<file path="config.mk">
export PLATFORM = sky130hd
export DESIGN_NAME = dprh_div
export DESIGN_NICKNAME = d
export VERILOG_FILES = /design/src/design/dprh_pkg.sv /design/src/design/dprh_div.sv
export SDC_FILE = /design/constraint.sdc
export NUM_CORES = 2
export LEC_CHECK = 0
export ABC_AREA = 0
export BUFFER_PORTS_ARGS = -buffer_cell sky130_fd_sc_hd__buf_2
export CORE_AREA = 8 8 387 389
export DETAILED_ROUTE_END_ITERATION = 7
export DIE_AREA = 0 0 395 397
export HOLD_SLACK_MARGIN = 0.02
export PLACE_DENSITY = 0.76
export REMOVE_ABC_BUFFERS = 1
export SYNTH_ARGS = -nofsm -noshare
export SYNTH_HDL_FRONTEND = slang
export SYNTH_SLANG_ARGS = --single-unit
</file>
<file path="constraint.sdc">
create_clock -name i_clk -period 3.1 [get_ports i_clk]
set_input_delay 0.62 -clock i_clk [delete_from_list [all_inputs] [get_ports i_clk]]
set_output_delay 0.62 -clock i_clk [all_outputs]
set_load 0.05 [all_outputs]
</file>
<file path="src/design/dprh_pkg.sv">
`default_nettype none

package dprh_pkg;

    // Field widths of the item and result words.
    localparam int TEMP_W = 12;
    localparam int RH_W   = 16;

    // Vapour pressure table geometry.
    localparam int TABLE_ENTRIES      = 41;
    localparam int PRESSURE_FRAC_BITS = 22;
    localparam int SEG_IDX_W          = 6;
    localparam int SEG_OFF_W          = 8;

    // Integer bits of a table entry (the largest entry is 1013.25 hPa).
    localparam int ENTRY_INT_BITS = 10;

    // Temperature bounds and offset, in 1/16 degree.
    localparam logic signed [TEMP_W-1:0] TEMP_LOW    = -12'sd1600;
    localparam logic signed [TEMP_W-1:0] TEMP_HIGH   = 12'sd1680;
    localparam logic [TEMP_W:0]          TEMP_OFFSET = 13'd1600;

    // Highest segment index; values above it extrapolate the last segment.
    localparam logic [SEG_IDX_W-1:0] LAST_SEG = SEG_IDX_W'(TABLE_ENTRIES - 2);

    // Input word.
    typedef struct packed {
        logic signed [TEMP_W-1:0] air_temp;
        logic signed [TEMP_W-1:0] dew_point;
        logic                     air_missing;
        logic                     dew_missing;
    } t_item;

    // Result word.
    typedef struct packed {
        logic [RH_W-1:0] rel_humidity;
        logic            invalid;
        logic            saturated;
    } t_result;

    // Control that travels down the pipeline with each word.
    typedef struct packed {
        logic valid;
        logic bad;
    } t_ctl;

    // Saturation vapour pressure in micro-hPa, one entry every 5 degrees from -100.
    function automatic logic [31:0] svp_micro(input logic [SEG_IDX_W-1:0] idx);
        logic [31:0] v;
        unique case (idx)
            6'd0:    v = 32'd34;
            6'd1:    v = 32'd89;
            6'd2:    v = 32'd220;
            6'd3:    v = 32'd517;
            6'd4:    v = 32'd1155;
            6'd5:    v = 32'd2472;
            6'd6:    v = 32'd5080;
            6'd7:    v = 32'd10050;
            6'd8:    v = 32'd19210;
            6'd9:    v = 32'd35530;
            6'd10:   v = 32'd63560;
            6'd11:   v = 32'd111100;
            6'd12:   v = 32'd189100;
            6'd13:   v = 32'd313900;
            6'd14:   v = 32'd508800;
            6'd15:   v = 32'd807000;
            6'd16:   v = 32'd1254000;
            6'd17:   v = 32'd1911800;
            6'd18:   v = 32'd2862700;
            6'd19:   v = 32'd4214800;
            6'd20:   v = 32'd6107800;
            6'd21:   v = 32'd8719200;
            6'd22:   v = 32'd12272000;
            6'd23:   v = 32'd17044000;
            6'd24:   v = 32'd23373000;
            6'd25:   v = 32'd31671000;
            6'd26:   v = 32'd42430000;
            6'd27:   v = 32'd56236000;
            6'd28:   v = 32'd73777000;
            6'd29:   v = 32'd95855000;
            6'd30:   v = 32'd123400000;
            6'd31:   v = 32'd157460000;
            6'd32:   v = 32'd199260000;
            6'd33:   v = 32'd250160000;
            6'd34:   v = 32'd311690000;
            6'd35:   v = 32'd385560000;
            6'd36:   v = 32'd473670000;
            6'd37:   v = 32'd578090000;
            6'd38:   v = 32'd701130000;
            6'd39:   v = 32'd845280000;
            6'd40:   v = 32'd1013250000;
            default: v = 32'd0;
        endcase
        return v;
    endfunction

endpackage

`default_nettype wire

</file>
<file path="src/design/dprh_div.sv">
`default_nettype none

// Pipelined restoring divider: one saturation check stage, then one quotient bit a stage.
module dprh_div #(
    parameter int NUM_W = 51,
    parameter int DEN_W = 40,
    parameter int Q_W   = dprh_pkg::RH_W
) (
    input  wire logic             i_clk,
    input  wire logic             i_rst_n,
    input  wire dprh_pkg::t_ctl   i_ctl,
    input  wire logic [NUM_W-1:0] i_num,
    input  wire logic [DEN_W-1:0] i_den,
    output dprh_pkg::t_ctl        o_ctl,
    output logic                  o_sat,
    output logic [Q_W-1:0]        o_quo
);

    localparam int CW = (NUM_W > DEN_W + Q_W) ? NUM_W : DEN_W + Q_W;

    dprh_pkg::t_ctl   r_ctl [Q_W+1];
    logic             r_sat [Q_W+1];
    logic [CW-1:0]    r_rem [Q_W+1];
    logic [DEN_W-1:0] r_den [Q_W+1];
    logic [Q_W-1:0]   r_quo [Q_W+1];

    // Check stage: the quotient needs more than Q_W bits when num >= den * 2^Q_W.
    logic n_sat;
    assign n_sat = CW'(i_num) >= (CW'(i_den) << Q_W);

    always_ff @(posedge i_clk) begin
        if (!i_rst_n) begin
            r_ctl[0] <= '0;
        end else begin
            r_ctl[0] <= i_ctl;
        end
        r_sat[0] <= n_sat;
        r_rem[0] <= CW'(i_num);
        r_den[0] <= i_den;
        r_quo[0] <= '0;
    end

    // Quotient stages, most significant bit first.
    for (genvar g = 1; g <= Q_W; g++) begin : g_step
        logic [CW-1:0] w_shift;
        logic          w_ge;
        logic [CW-1:0] n_rem;

        assign w_shift = CW'(r_den[g-1]) << (Q_W - g);
        assign w_ge    = r_rem[g-1] >= w_shift;
        assign n_rem   = w_ge ? (r_rem[g-1] - w_shift) : r_rem[g-1];

        always_ff @(posedge i_clk) begin
            if (!i_rst_n) begin
                r_ctl[g] <= '0;
            end else begin
                r_ctl[g] <= r_ctl[g-1];
            end
            r_sat[g] <= r_sat[g-1];
            r_rem[g] <= n_rem;
            r_den[g] <= r_den[g-1];
            r_quo[g] <= {r_quo[g-1][Q_W-2:0], w_ge};
        end
    end

    assign o_ctl = r_ctl[Q_W];
    assign o_sat = r_sat[Q_W];
    assign o_quo = r_quo[Q_W];

    // An unsaturated division must leave a remainder below the divisor.
    a_rem_below_den: assert property (@(posedge i_clk) disable iff (!i_rst_n)
        r_ctl[Q_W].valid && !r_ctl[Q_W].bad && !r_sat[Q_W] && (r_den[Q_W] != '0)
        |-> r_rem[Q_W] < CW'(r_den[Q_W]))
        else $error("divider remainder not below divisor");

endmodule

`default_nettype wire

</file>
==> flow_summary.yaml, run 1 <==
run_status:
  outcome: "stopped before the end"
  first-error: "[ERROR GRT-0232] Routing congestion too high. Check the congestion heatmap in the GUI."
  stop_stage: "global routing"
logic_synthesis:
  synth_area_per_cell_um2: 8.79
  ys_ff_latch: 1718
  synth_cells: 9238
  synth_area_um2: 81200
  synthFlopType: "dfxtp_1"
  synth-edff-count: 0
  synth_cell_types: 91
  async_reset_ff_share_pct: 0
  yosysSeqAreaShare_pct: 42.4
  ys_warn_count: 0
clock_tree:
  cts_htree_levels: 4
  cts.sinks: 1718
  max-clock-path-buffers: 3
  cts_buffers: 180
  cts-root-buf: "clkbuf_16"
placed_design:
  place_congestion: 0.984
  place_hpwl_mm: 192
  placed_area_um2: 97600
  dp.cells: 12900
  port-buffer-count: 113
timing:
  worstEndpointGrtRepair: "r_rem[0][186]$_DFF_P_/D"
  worst_endpoint_kind: "register input"
floorplan:
  die_h_um: 397
  die_w_um: 395
  initial_core_util_pct: 56.3
  rows: 140
  io-pin-count: 114
grt:
  grt_max_degree: 35
  grtUsageTotal_pct: 56.3
  grt-ovfl-total: 967
[synthesized netlist by cell type (18+ instances only)]
cell type  number  area share, %
a21o_1        389            3.6
xnor2_1       350            3.8
nand3_1       142           0.88
a221oi_1       22           0.24
inv_1         865            4.0
a21oi_1       835            5.1
nand2_1       799            3.7
xor2_1        293            3.2
dfxtp_1      1718             42
nor2b_1        72           0.55
a31oi_1        74           0.57
a211oi_1       53           0.49
o21bai_1       96           0.89
nand4b_1       19           0.20
clkbuf_1      261            1.2
o21a_1         68           0.63
nand2b_1       84           0.65
o31a_1         19           0.20
and3_1         74           0.57
ha_1          671             10
a2111oi_0      29           0.31
mux2_2         59           0.82
o31ai_1        48           0.44
a211o_1        21           0.23
and4_1         25           0.27
nor4b_1        18           0.19
nor2_1        553            2.6
or3_1          44           0.34
or2_2          25           0.19
a21boi_0       21           0.19
o211ai_1       52           0.48
o2111ai_1      18           0.19
o21ai_0       685            4.2
buf_1          21          0.097
nand4_1       146            1.1
nor4_1         84           0.65
nor3_1        123           0.76
and2_1         83           0.64
or4_1          27           0.25
[kinds of logic after synthesis]
kind of cell             synth area share [%]
multiplexers                            0.904
adder cells (fa/ha/maj)                  10.7
XOR/XNOR                                 6.94
buffers and inverters                    5.47
AND/OR/NAND/NOR                          13.9
flip-flops                               42.4
AO/OA/AOI/OAI                            19.8
[per-layer routing]
metal / GRT usage [%] / overflow
met2: 80.8 / 591
met3: 36.1 / 17
met4: 59.5 / 346
met1: 50.5 / 8
met5: 20.0 / 5
[timing repair]
item / in CTS
pin swaps: 359
resized for setup: 1016
hold endpoints to repair: 94
cloned: 33
hold buffers: 93
endpoints found under the setup margin: 732
setup buffers: 196
[stage by stage]
step	utilization, %	setup TNS, ps	worst slack, ps	hold slack, ps
after global placement	67.7	-200890	-925	309
after detailed placement	67.7	-257900	-1090	312
after CTS	77.3	-46840	-470	243
after floorplan	-	-1033170	-3430	310
==> inputs of run 2 (changes only) <==
--- a/config.mk
+++ b/config.mk
@@ -7,11 +7,10 @@
 export LEC_CHECK = 0
 export ABC_AREA = 0
 export BUFFER_PORTS_ARGS = -buffer_cell sky130_fd_sc_hd__buf_2
-export CORE_AREA = 8 8 387 389
+export CORE_AREA = 8 8 460 462
 export DETAILED_ROUTE_END_ITERATION = 7
-export DIE_AREA = 0 0 395 397
-export HOLD_SLACK_MARGIN = 0.02
-export PLACE_DENSITY = 0.76
+export DIE_AREA = 0 0 468 470
+export PLACE_DENSITY_LB_ADDON = 0.15
 export REMOVE_ABC_BUFFERS = 1
 export SYNTH_ARGS = -nofsm -noshare
 export SYNTH_HDL_FRONTEND = slang
==> constraint.sdc (replaced) <==
create_clock -name i_clk -period 4 [get_ports i_clk]
set_input_delay 0.8 -clock i_clk [delete_from_list [all_inputs] [get_ports i_clk]]
set_output_delay 0.8 -clock i_clk [all_outputs]
set_load 0.05 [all_outputs]
==> run 2 against run 1 <==
Compared with the run above:
- the flow now finishes without violations
- synthesized cell count is the same
- synthesized area is the same
==> flow_summary.yaml, run 2 <==
layout:
  n_fill_cell: 19800
  largest-register: "r_rem"
  final_cell_area_um2: 94500
  nets: 10500
  area_delta_synth_final_pct: 16.4
  multi_input_comb_area_um2: 42600
  top_regs: "r_rem: 891 flops, r_den: 640 flops, r_quo: 136 flops"
  drive_gt1_share_pct: 10.5
  final_common_cell: "dfxtp_1"
  largest_reg_flops: 891
  final_cell_mix: "1717 x dfxtp_1, 865 x inv_1, 829 x a21oi_1, 798 x nand2_1, 682 x o21ai_0"
  seqCellArea_um2: 34400
  utilization_pct: 46.3
worst_setup_path:
  r2r_cells: 17
  r2r_end: "r_rem[0][347]$_DFF_P_"
  ff2ff_setup_slack_ps: 200
  crit_start: "r_den[0][200]$_DFF_P_"
  cpPeakStageDelay_ps: 390
  crit_path_end_kind: "flop"
  crit_top_cell: "buf_4"
  path_class: "flop to flop"
  worstPathRequired_ps: 4700
  crit_arrival_ps: 4510
  start_kind: "flop"
  cp_slowest_cell: "fa_1"
  critPathMaxFanout: 27
  crit_chain: "ha_1, inv_1, fa_1, a21oi_2, o21ai_0, a21oi_1, o21ai_1, buf_4, a221oi_1, buf_4, o2111a_1, buf_12, o31ai_1, nand2_2, buf_4, buf_16, mux2_2"
  worstReg2RegStart: "r_den[0][200]$_DFF_P_"
  crit_path_end: "r_rem[0][347]$_DFF_P_"
floorplan:
  rows: 166
  io-pin-count: 114
  dieArea_um2: 220000
  initial_core_util_pct: 39.8
  die_h_um: 470
  core-area_um2: 204000
  die_w_um: 468
logic_synthesis:
  ys_warn_count: 0
  synth_area_um2: 81200
  synth_cells: 9238
  ys_ff_latch: 1718
  synth_cell_types: 91
  synthFlopType: "dfxtp_1"
  synthTopCellsByCount: "1718 x dfxtp_1, 865 x inv_1, 835 x a21oi_1"
  yosysTopAreaCell: "dfxtp_1"
  yosysMostFrequentCell: "dfxtp_1"
  synth_area_per_cell_um2: 8.79
  synth-edff-count: 0
  async_reset_ff_share_pct: 0
  yosysSeqAreaShare_pct: 42.4
  synthTopCellsByArea: "dfxtp_1 42%, ha_1 10%, a21oi_1 5.1%"
  synth_top_area_share_pct: 42.4
placed_design:
  placed_area_um2: 87600
  place_congestion: 0.985
  port-buffer-count: 113
  place_hpwl_mm: 183
timing:
  setup_violations: 0
  fin_crit_ps: 3800
  worst_pin_slew_ps: 1040
  rsz0062_at_grt: "yes"
  fin_crit_sh_pct: 95.1
  hold_violations: 0
  drv_slew: 0
  finClkSkew_ps: 23.7
  slew_headroom_pct: 31.0
  fmax_ghz: 0.263
grt:
  grtUsageTotal_pct: 19.9
  grt-ovfl-total: 0
  grt_max_degree: 66
  grt_pass1_wl_mm: 355
  grt_pass1_vias: 67100
  antenna_found_initial: 0
clock_tree:
  cts-root-buf: "clkbuf_16"
  clk_pin_slew_ps: 60
  cts_htree_levels: 4
  max-clock-path-buffers: 3
  cts_tree: "done"
  clock_latency_ps: 820
  cts_buffers: 190
  cts.sinks: 1718
pwr:
  combPwrFrac_pct: 45.2
  leakagePower_nw: 43.1
  pwr-share-clk_pct: 23.6
  pwr-share-seq_pct: 31.2
  ir_drop_v: 0.000504
  p_switching_mw: 29.9
  p_sw_share_pct: 38.6
  p_int_mw: 47.6
  p_per_area_nw_per_um2: 821
  total_power_mw: 77.5
routing:
  dr.pass1.iters: 6
  wire_per_inst_um: 18.1
  drc: 0
  routed_wl_mm: 227
  vias: 64800
  first_iter_violations: 3225
  postRouteAntennaNets: 0
  viasPerCell: 5.17
hold_path:
  hold_path_class: "input pin to flop"
job:
  drv_cap: 0
run_status:
  outcome: "complete, no violations"
==> run 2: layout make-up <==
| type | instances | share of cell area, % |
|---|---|---|
| multi-input cells | 6349 | 45.1 |
| flip-flops and latches | 1718 | 36.4 |
| clock buffers | 264 | 5.76 |
| repair buffers | 561 | 4.43 |
| well taps | 2688 | 3.56 |
| inverters | 869 | 3.45 |
| clock inverters | 87 | 1.33 |
| diodes | 1 | 0.00265 |
==> run 2: per-layer routing <==
| metal | track usage (%) | wire [µm] | up-vias |
|---|---|---|---|
| li1 | - | - | 33100 |
| met3 | 2.45 | 6050 | 670 |
| met1 | 19.4 | 84700 | 29700 |
| met4 | 11.9 | 15400 | 0 |
| met5 | 0 | 0 | - |
| met2 | 39.4 | 121000 | 1381 |
==> run 2: power by group through the flow <==
stage / Sequential [mW] / Combinational (mW) / Clock (mW)
5_1_grt: 24.7 / 38.8 / 19.6
3_5_place_dp: 24.5 / 34.6 / 0
3_3_place_gp: 24.6 / 34.4 / 0
2_1_floorplan: 23.6 / 24.7 / 0
6_report: 24.2 / 35.0 / 18.3
4_1_cts: 24.2 / 34.8 / 18.9
==> run 2: worst min path at each step <==
stage / start / end / slack, ps / cells past startpoint
after floorplan: r_quo[0][83]$_DFF_P_ / r_quo[0][100]$_DFF_P_ / 310 / 0
after global placement: r_quo[0][161]$_DFF_P_ / r_quo[0][178]$_DFF_P_ / 310 / 0
after detailed placement: r_quo[0][83]$_DFF_P_ / r_quo[0][100]$_DFF_P_ / 310 / 0
after CTS: i_den[14] / r_den[0][14]$_DFF_P_ / 10 / 1
after global routing: i_den[14] / r_den[0][14]$_DFF_P_ / 40 / 1
final: i_den[14] / r_den[0][14]$_DFF_P_ / 100 / 1
==> run 2: per-stage QoR <==
step                setup slack (ps)  TNS (ps)  std cells  hold WS, ps
floorplan                      -2530   -473090       8936          310
global placement               -91.8     -2260      12200          310
detailed placement              -167     -4260      12200          312
CTS                             12.1         0      12500         13.5
global route                   -34.6     -42.0      12500         36.6
finish                           195         0      12500         96.0
==> run 2: what timing repair did <==
| item | 4_1_cts | 5_1_grt |
|---|---|---|
| setup buffers | 0 | 2 |
| endpoints found under the setup margin | 34 | 46 |
| pin swaps | 0 | 5 |
| hold buffers | 0 | 0 |
| resized for setup | 2 | 30 |
| cloned | 0 | 1 |
==> run 2: critical path: cells and delay by family, from the launching register on <==
family / cells / cell delay, ps
AO/OA/AOI/OAI: 7 / 1290
buffers and inverters: 6 / 960
adder cells (fa/ha/maj): 2 / 570
flip-flops: 1 / 350
multiplexers: 1 / 350
AND/OR/NAND/NOR: 1 / 120
==> run 2: logic make-up after synthesis <==
kind of cell / share of synthesized area, %
mux: 0.904
xor+xnor: 6.94
buf+inv: 5.47
compound gates: 19.8
simple gates: 13.9
fa+ha+maj: 10.7
flops: 42.4
(Power assumes the default switching activity.)
