**config.mk**
```make
export PLATFORM = sky130hd
export DESIGN_NAME = dprh_interp
export DESIGN_NICKNAME = d
export VERILOG_FILES = /design/src/design/dprh_pkg.sv /design/src/design/dprh_interp.sv
export SDC_FILE = /design/constraint.sdc
export NUM_CORES = 1
export LEC_CHECK = 0
export BUFFER_PORTS_ARGS = -buffer_cell sky130_fd_sc_hd__buf_2
export CAP_MARGIN = 25
export CORE_MARGIN = 4
export CORE_UTILIZATION = 36
export DETAILED_ROUTE_END_ITERATION = 7
export PLACE_DENSITY = 0.57
export REMOVE_ABC_BUFFERS = 1
export SYNTH_ARGS = -nofsm -noshare
export SYNTH_HDL_FRONTEND = slang
export SYNTH_SLANG_ARGS = --single-unit
```
**constraint.sdc**
```tcl
create_clock -name i_clk -period 7.4 [get_ports i_clk]
set_input_delay 0.37 -clock i_clk [delete_from_list [all_inputs] [get_ports i_clk]]
set_output_delay 0.37 -clock i_clk [all_outputs]
set_load 0.05 [all_outputs]
```
**src/design/dprh_pkg.sv**
```systemverilog
`default_nettype none

package dprh_pkg;

    // Field widths of the item and result words.
    localparam int TEMP_W = 12;
    localparam int RH_W   = 16;

    // Vapour pressure table geometry.
    localparam int TABLE_ENTRIES      = 41;
    localparam int PRESSURE_FRAC_BITS = 22;
    localparam int SEG_IDX_W          = 6;
    localparam int SEG_OFF_W          = 8;

    // Integer bits of a table entry (the largest entry is 1013.25 hPa).
    localparam int ENTRY_INT_BITS = 10;

    // Temperature bounds and offset, in 1/16 degree.
    localparam logic signed [TEMP_W-1:0] TEMP_LOW    = -12'sd1600;
    localparam logic signed [TEMP_W-1:0] TEMP_HIGH   = 12'sd1680;
    localparam logic [TEMP_W:0]          TEMP_OFFSET = 13'd1600;

    // Highest segment index; values above it extrapolate the last segment.
    localparam logic [SEG_IDX_W-1:0] LAST_SEG = SEG_IDX_W'(TABLE_ENTRIES - 2);

    // Input word.
    typedef struct packed {
        logic signed [TEMP_W-1:0] air_temp;
        logic signed [TEMP_W-1:0] dew_point;
        logic                     air_missing;
        logic                     dew_missing;
    } t_item;

    // Result word.
    typedef struct packed {
        logic [RH_W-1:0] rel_humidity;
        logic            invalid;
        logic            saturated;
    } t_result;

    // Control that travels down the pipeline with each word.
    typedef struct packed {
        logic valid;
        logic bad;
    } t_ctl;

    // Saturation vapour pressure in micro-hPa, one entry every 5 degrees from -100.
    function automatic logic [31:0] svp_micro(input logic [SEG_IDX_W-1:0] idx);
        logic [31:0] v;
        unique case (idx)
            6'd0:    v = 32'd34;
            6'd1:    v = 32'd89;
            6'd2:    v = 32'd220;
            6'd3:    v = 32'd517;
            6'd4:    v = 32'd1155;
            6'd5:    v = 32'd2472;
            6'd6:    v = 32'd5080;
            6'd7:    v = 32'd10050;
            6'd8:    v = 32'd19210;
            6'd9:    v = 32'd35530;
            6'd10:   v = 32'd63560;
            6'd11:   v = 32'd111100;
            6'd12:   v = 32'd189100;
            6'd13:   v = 32'd313900;
            6'd14:   v = 32'd508800;
            6'd15:   v = 32'd807000;
            6'd16:   v = 32'd1254000;
            6'd17:   v = 32'd1911800;
            6'd18:   v = 32'd2862700;
            6'd19:   v = 32'd4214800;
            6'd20:   v = 32'd6107800;
            6'd21:   v = 32'd8719200;
            6'd22:   v = 32'd12272000;
            6'd23:   v = 32'd17044000;
            6'd24:   v = 32'd23373000;
            6'd25:   v = 32'd31671000;
            6'd26:   v = 32'd42430000;
            6'd27:   v = 32'd56236000;
            6'd28:   v = 32'd73777000;
            6'd29:   v = 32'd95855000;
            6'd30:   v = 32'd123400000;
            6'd31:   v = 32'd157460000;
            6'd32:   v = 32'd199260000;
            6'd33:   v = 32'd250160000;
            6'd34:   v = 32'd311690000;
            6'd35:   v = 32'd385560000;
            6'd36:   v = 32'd473670000;
            6'd37:   v = 32'd578090000;
            6'd38:   v = 32'd701130000;
            6'd39:   v = 32'd845280000;
            6'd40:   v = 32'd1013250000;
            default: v = 32'd0;
        endcase
        return v;
    endfunction

endpackage

`default_nettype wire

```
**src/design/dprh_interp.sv**
```systemverilog
`default_nettype none

// Three-stage table interpolator: temperature to vapour pressure scaled by 80.
module dprh_interp #(
    parameter int FRAC = dprh_pkg::PRESSURE_FRAC_BITS
) (
    input  wire logic                                  i_clk,
    input  wire logic                                  i_rst_n,
    input  wire dprh_pkg::t_ctl                        i_ctl,
    input  wire logic signed [dprh_pkg::TEMP_W-1:0]    i_temp,
    output dprh_pkg::t_ctl                             o_ctl,
    output logic [FRAC+dprh_pkg::ENTRY_INT_BITS+dprh_pkg::SEG_OFF_W-1:0] o_press
);

    localparam int E_W = FRAC + dprh_pkg::ENTRY_INT_BITS;
    localparam int P_W = E_W + dprh_pkg::SEG_OFF_W;

    // Stage A: offset temperature, segment index and offset within it.
    logic [dprh_pkg::TEMP_W:0]             n_u;
    logic                                  n_in_range;
    logic [17:0]                           n_prod;
    logic [7:0]                            n_seg_raw;
    logic [dprh_pkg::SEG_IDX_W-1:0]        n_seg;
    logic [dprh_pkg::TEMP_W-1:0]           n_seg80;
    logic [dprh_pkg::TEMP_W-1:0]           n_off_full;

    dprh_pkg::t_ctl                        r_a_ctl;
    logic [dprh_pkg::SEG_IDX_W-1:0]        r_a_seg;
    logic [dprh_pkg::SEG_OFF_W-1:0]        r_a_off;

    assign n_u        = {i_temp[dprh_pkg::TEMP_W-1], i_temp} + dprh_pkg::TEMP_OFFSET;
    assign n_in_range = (i_temp > dprh_pkg::TEMP_LOW) && (i_temp < dprh_pkg::TEMP_HIGH);
    // Divide by 80 as a shift by four and a reciprocal multiply for the fifth.
    assign n_prod     = 18'(n_u[dprh_pkg::TEMP_W-1:4]) * 18'd205;
    assign n_seg_raw  = n_prod[17:10];
    assign n_seg      = (n_seg_raw > 8'(dprh_pkg::LAST_SEG)) ? dprh_pkg::LAST_SEG
                                                              : n_seg_raw[5:0];
    assign n_seg80    = {n_seg, 6'b0} + {2'b0, n_seg, 4'b0};
    assign n_off_full = n_u[dprh_pkg::TEMP_W-1:0] - n_seg80;

    always_ff @(posedge i_clk) begin
        if (!i_rst_n) begin
            r_a_ctl <= '0;
        end else begin
            r_a_ctl.valid <= i_ctl.valid;
            r_a_ctl.bad   <= i_ctl.bad || !n_in_range;
        end
        r_a_seg <= n_seg;
        r_a_off <= n_off_full[dprh_pkg::SEG_OFF_W-1:0];
    end

    // Table entries, rounded to FRAC fraction bits.
    logic [E_W-1:0] w_rom [dprh_pkg::TABLE_ENTRIES];

    for (genvar g = 0; g < dprh_pkg::TABLE_ENTRIES; g++) begin : g_rom
        assign w_rom[g] = E_W'(((64'(dprh_pkg::svp_micro(6'(g))) << FRAC) + 64'd500000)
                               / 64'd1000000);
    end

    // Stage B: neighbouring entries and their difference.
    logic [dprh_pkg::SEG_IDX_W-1:0] n_seg_hi;
    dprh_pkg::t_ctl                 r_b_ctl;
    logic [E_W-1:0]                 r_b_lo;
    logic [E_W-1:0]                 r_b_diff;
    logic [dprh_pkg::SEG_OFF_W-1:0] r_b_off;

    assign n_seg_hi = r_a_seg + 6'd1;

    always_ff @(posedge i_clk) begin
        if (!i_rst_n) begin
            r_b_ctl <= '0;
        end else begin
            r_b_ctl <= r_a_ctl;
        end
        r_b_lo   <= w_rom[r_a_seg];
        r_b_diff <= w_rom[n_seg_hi] - w_rom[r_a_seg];
        r_b_off  <= r_a_off;
    end

    // Stage C: 80 * low entry plus slope times offset.
    logic [P_W-1:0] n_mul;
    logic [P_W-1:0] n_press;
    dprh_pkg::t_ctl r_c_ctl;
    logic [P_W-1:0] r_c_press;

    assign n_mul   = P_W'(r_b_diff) * P_W'(r_b_off);
    assign n_press = P_W'({r_b_lo, 6'b0}) + P_W'({r_b_lo, 4'b0}) + n_mul;

    always_ff @(posedge i_clk) begin
        if (!i_rst_n) begin
            r_c_ctl <= '0;
        end else begin
            r_c_ctl <= r_b_ctl;
        end
        r_c_press <= n_press;
    end

    assign o_ctl   = r_c_ctl;
    assign o_press = r_c_press;

endmodule

`default_nettype wire

```
---- Yosys cells after proc, flatten, opt, wreduce, memory -nomap -nowiden ----
Memories as Yosys holds them, arrays and structs flattened.
Cells that the tools add are included.
Widths: inputs -> output; s select.
cells by class
  $mul .................................... 2
  add/subtract/negate cells ............... 7
  reductions and logical operators ........ 3
  mux-type cells .......................... 5
  bitwise gates (word level) .............. 2
  magnitude comparators ................... 5
operator list
  cell                    count
  $mux 32                 4
  $add 39x40->40          1
  $mul 32x8->40           1
  $add 38x36->39          1
  $sub 32x32->32          1
  $mul 8x8->16 const B    1
  $ge 7x7->1 const B      2
  $not 6->7               2
  $add 12x12->12 const B  1
  $gt 12x12->1 const B    1
  $lt 12x12->1 const B    1
  $add 8x8->8             1
  $sub 8x8->8             1
  $add 6x1->6 const B     1
  $gt 6x6->1 const B      1
  $mux 6                  1
  $logic_and 1x1->1       1
  $logic_not 1->1         1
  $logic_or 1x1->1        1
storage, ports and cells
  flip-flop bits (word level) ............. 132
  memory bits (read-only) ................. 4096
  memories kept ........................... 2
  output and inout port bits .............. 42
  input port bits ......................... 16
memories
  memory            words  width  read ports  clocked after Yosys merged registers in  wr ports  line               source
  (name not given)  64     32     1           0                                        0         dprh_interp.sv:76  r_b_diff <= w_rom[n_seg_hi] - w_rom[r_a_seg];
  (name not given)  64     32     1           0                                        0         dprh_interp.sv:76

---- Longest topological paths before layout ----
  depth after elaboration ................. 6
  mapped depth ............................ 24

---- Worst setup path after synthesis ----
No wires, ideal clock.
  path type ............................... in2reg
  start ................................... input i_temp[6] in the netlist's numbering
  end ..................................... register r_a_off[7] in the netlist's numbering
  data arrival time ....................... 5.737 ns
  stages on the path ...................... 24
  path slack .............................. 1.542 ns
  data required time ...................... 7.279 ns
  library setup time ...................... 0.121 ns
  path through ............................ ha_1 > a21oi_1 > xor2_1 > ha_1 > inv_1 > fa_1 > fa_1 > fa_1 > inv_1 > ha_1 > o2111ai_1 > a211oi_1 > nor2_1 > a21oi_1 > and3_1 > nor3_1 > or2_2 > inv_1 > fa_1 > ha_1 > o21a_1 > nor2_1 > xnor2_1 > xnor2_1
between the ends
  cells in the longest elaborated chain, start to end .. 6
ends and longest elaborated chain
  element                  line               source
  start, declared          dprh_interp.sv:10  input wire logic signed [dprh_pkg::TEMP_W-1:0] i_temp,
  $add 12x12->12 (*)       dprh_interp.sv:31  assign n_u = {i_temp[dprh_pkg::TEMP_W-1], i_temp} + dprh_pkg::TEMP_OFFSET;
  $mul 8x8->16 (*)         dprh_interp.sv:34  assign n_prod = 18'(n_u[dprh_pkg::TEMP_W-1:4]) * 18'd205;
  $gt 6x6->1               dprh_interp.sv:36  assign n_seg = (n_seg_raw > 8'(dprh_pkg::LAST_SEG)) ? dprh_pkg::LAST_SEG
  $mux 6 (*)               dprh_interp.sv:36
  net n_seg, one bit       dprh_interp.sv:23  logic [dprh_pkg::SEG_IDX_W-1:0] n_seg;
  $add 8x8->8 (*)          dprh_interp.sv:38  assign n_seg80 = {n_seg, 6'b0} + {2'b0, n_seg, 4'b0};
  $sub 8x8->8 (*)          dprh_interp.sv:39  assign n_off_full = n_u[dprh_pkg::TEMP_W-1:0] - n_seg80;
  net n_off_full, one bit  dprh_interp.sv:25  logic [dprh_pkg::TEMP_W-1:0] n_off_full;
  end signal, assigned     dprh_interp.sv:49  r_a_off <= n_off_full[dprh_pkg::SEG_OFF_W-1:0];
  end, declared            dprh_interp.sv:29  logic [dprh_pkg::SEG_OFF_W-1:0] r_a_off;
The timed path passes the listed nets; every way through them passes the cells marked *.
A chain may end at the register's enable or synchronous reset.

---- Worst setup path in the final report ----
  start ................................... register r_b_off[0] in the netlist's numbering
  end ..................................... register r_c_press[37], in the netlist o_press[37]
between the ends
  cells in the longest elaborated chain, start to end .. 2
ends and longest elaborated chain
  element                 line               source
  start, declared         dprh_interp.sv:65  logic [dprh_pkg::SEG_OFF_W-1:0] r_b_off;
  start signal, assigned  dprh_interp.sv:77  r_b_off <= r_a_off;
  $mul 32x8->40           dprh_interp.sv:86  assign n_mul = P_W'(r_b_diff) * P_W'(r_b_off);
  $add 39x40->40          dprh_interp.sv:87  assign n_press = P_W'({r_b_lo, 6'b0}) + P_W'({r_b_lo, 4'b0}) + n_mul;
  net n_press[37]         dprh_interp.sv:82  logic [P_W-1:0] n_press;
  end signal, assigned    dprh_interp.sv:95  r_c_press <= n_press;
  end, declared           dprh_interp.sv:84  logic [P_W-1:0] r_c_press;
The timed path passes the listed nets, and every way through them passes these cells.

==> summary.txt <==
Floorplan
  – Initial Utilization: 0.365
  – Row Count: 82
  – Vert. Die Dim: 234 µm
  – Horiz. Die Dim: 234 µm
  – Core Area: 0.0503 mm²
  – I/O pin total: 58
  – Die area: 0.0547 mm²

Hold path
  – Worst hold path class: in2reg

Cells and area
  – Syn-to-layout area delta: 9.32%
  – ANT cells: 0
  – Share of layout cells above drive strength 1: 0.0703
  – Area of the multi-input gates: 0.0142 mm²
  – Reg area: 0.00265 mm²
  – Final Net Count: 2650
  – Fillcell total: 5169

STA
  – Slew @ Worst Pin: 951 ps
  – Clk_skew: 13.9 ps
  – Crit path time final: 6710 ps
  – Slew Viols, Final: 0
  – RSZ-0062 raised after global routing: false
  – Final setup fails: 0
  – Hold Vio Cnt, Final: 0
  – Final worst path period share: 0.907
  – Final setup TNS: 0 ps
  – Max Clk Rate: 149 MHz
  – Rel. slew slack: 0.365

Clocking
  – Worst-Skew Late Latency: 480 ps
  – H-tree levels: 4
  – Max clock buf depth: 2
  – CTS tree: done
  – Clock Sinks: 132
  – CTS clk-pin slew, worst paths: 70 ps
  – Post_cts resized: 0
  – Num CTS Buffers: 17
  – Clock Tree Root: clkbuf_16

Drt
  – Initial DRT Pass Iterations: 6
  – Drt first-iter violations: 1187
  – DRT Wirelength: 53.3 mm
  – Via count: 15400
  – Wire length on met1: 23.6 mm
  – DR top layer: met4
  – Met2 WL: 24.6 mm
  – DR DRC count: 0
  – Via/cell ratio: 5.33
  – Detail Route met3 WL: 3.41 mm
  – Wire per inst: 18.4 µm
  – Post-route ant nets: 0

GRT
  – Largest net degree at the start of global routing: 78
  – Initial antenna violation count: 0
  – Gr ovfl total: 0
  – First-pass GRT wire length: 85.4 mm
  – Vias in the first global route: 15600
  – Overall routing resource usage: 0.200

Yosys
  – Post-synthesis average cell area: 8.39 µm²
  – Mapped Cells: 2188
  – Synth Cell Area: 0.0184 mm²
  – Warnings, synthesis: 0
  – Synth async-reset ratio: 0
  – Number of synthesized flops with an enable pin: 0
  – Sequential-to-total area share from yosys stat: 0.144
  – Post-synth top flop: dfxtp_1
  – Flop and latch count out of synthesis: 132
  – Distinct cells, synth: 73

Worst setup path
  – Max stage delay on crit path: 860 ps
  – Top cell family by delay on the critical path: adder cells
  – Crit Path Category: reg2reg
  – Critical Path Source Type: flop
  – Crit end category: flop
  – Worst path required time: 7810 ps
  – Most common cell on crit path: fa_1
  – Worst path slowest cell: dfxtp_1
  – Buf/Inv on CP: 4
  – Max FO, Critical Path: 21
  – Critical Path, Cell by Cell: buf_4 > nand2_1 > fa_1 > inv_1 > fa_1 > inv_1 > fa_1 > inv_1 > fa_1 > fa_1 > ha_1 > o211ai_1 > o21ai_0 > o311ai_0 > a211oi_2 > o2111ai_2 > nor4_1 > nor2b_1 > a22oi_1 > xor2_1
  – WP data arrival: 7120 ps

Placement
  – Routability Congestion: 0.926
  – Port Buffers: 57
  – Hpwl dp: 42.2 mm

Job
  – Max-cap violation count: 0

Status
  – Outcome: complete, no violations
per-stage QoR:
| step | cell area (µm²) | setup slack [ps] | util | std cells | hold slack (ps) |
|---|---|---|---|---|---|
| 6_report | 20100 | 690 | 0.399 | 2891 | 101 |
| 2_1_floorplan | 18000 | 844 | - | 2090 | 310 |
| 4_1_cts | 20000 | 745 | 0.398 | 2889 | 59.6 |
| 3_5_place_dp | 19400 | 740 | 0.387 | 2855 | 313 |
| 5_1_grt | 20100 | 380 | 0.399 | 2891 | 68.6 |
| 3_3_place_gp | 19400 | 923 | 0.387 | 2855 | 310 |
area by class of cell:
type / count / share of cell area
tap: 672 / 0.0419
sequential: 132 / 0.132
timing repair buffer: 97 / 0.0314
clock inverter: 15 / 0.00685
inverter: 329 / 0.0615
multi-input combinational: 1629 / 0.705
clock buffer: 17 / 0.0212
timing repair:
item | in CTS | in global routing
endpoints found under the hold margin | 2 | 0
hold buffers | 2 | 0
setup endpoints to repair | 0 | 0
setup buffers | 0 | 0
flip-flops by register name, summed over array words and instances, names as in the netlist:
signal    cells
o_ctl         2
o_press      40
r_a_ctl       2
r_a_off       8
r_a_seg       6
r_b_ctl       2
r_b_diff     32
r_b_lo       32
r_b_off       8
worst paths after layout:
| check | cells past startpoint | slack [ps] | start | endpoint |
|---|---|---|---|---|
| hold / removal | 2 | 100 | i_ctl[1] | r_a_ctl[1]$_SDFF_PN0_ |
| setup reg to reg | 20 | 690 | r_b_off[0]$_DFF_P_ | o_press[37]$_DFF_P_ |
| setup / recovery | 20 | 690 | r_b_off[0]$_DFF_P_ | o_press[37]$_DFF_P_ |
| hold reg to reg | 0 | 330 | r_a_off[7]$_DFF_P_ | r_b_off[7]$_DFF_P_ |
worst reg2reg max path: stages (launching register included):
cell and delay (ps):
dfxtp_1 860, buf_4 340, nand2_1 100, fa_1 520, inv_1 50, fa_1 500, inv_1 50, fa_1 530
inv_1 50, fa_1 490, fa_1 420, ha_1 360, o211ai_1 100, o21ai_0 250, o311ai_0 290, a211oi_2 440
o2111ai_2 270, nor4_1 520, nor2b_1 160, a22oi_1 220, xor2_1 160
cell usage in the layout, fill, tap and decap left out, types with 8 or more instances in the layout:
master / Yosys / final
xor2_1: 26 / 25
a31oi_1: 20 / 20
a211oi_1: 27 / 27
a21o_1: 22 / 22
clkbuf_16: 0 / 17
o211ai_1: 13 / 13
xnor2_1: 65 / 60
nand2b_1: 12 / 12
nor2_1: 111 / 111
nand2_1: 266 / 266
inv_1: 328 / 328
o21a_1: 17 / 17
nor3_1: 38 / 38
dfxtp_1: 132 / 130
a21oi_1: 140 / 140
o2111ai_1: 9 / 9
buf_2: 2 / 57
o311ai_0: 10 / 10
a221oi_1: 10 / 10
o22ai_1: 17 / 17
fa_1: 256 / 256
nor2b_1: 16 / 16
nand3_1: 26 / 26
and2_1: 128 / 128
buf_4: 0 / 36
ha_1: 172 / 172
o21ai_0: 106 / 106
o21bai_1: 8 / 8
mux2i_1: 8 / 8
synthesized netlist by cell type, drive strengths merged, types with 29 or more instances:
cell    instances  area, µm²
a211oi         29        228
a21oi         141        709
and2          128        801
clkbuf         82        308
dfxtp         132       2640
fa            256       5120
ha            172       2150
inv           328       1230
nand2         267       1000
nor2          111        417
nor3           38        190
o21ai         107        536
xnor2          65        569
kinds of logic after synthesis:
| kind of cell | count (synthesis) | share of synthesized area |
|---|---|---|
| buffers and inverters | 427 | 0.0874 |
| XOR/XNOR | 91 | 0.0434 |
| AO/OA/AOI/OAI | 468 | 0.163 |
| flip-flops | 132 | 0.144 |
| adder cells (fa/ha/maj) | 428 | 0.396 |
| AND/OR/NAND/NOR | 632 | 0.161 |
| multiplexers | 10 | 0.00559 |
routing by layer:
layer,vias up,GRT usage
li1,7223,-
met3,91,0.0460
met2,489,0.321
met5,-,0
met1,7596,0.265
met4,0,0.0702
Power is left out: the tool's default activity adds up to more than one toggle a clock period on the data nets, which glitch-free logic cannot reach.
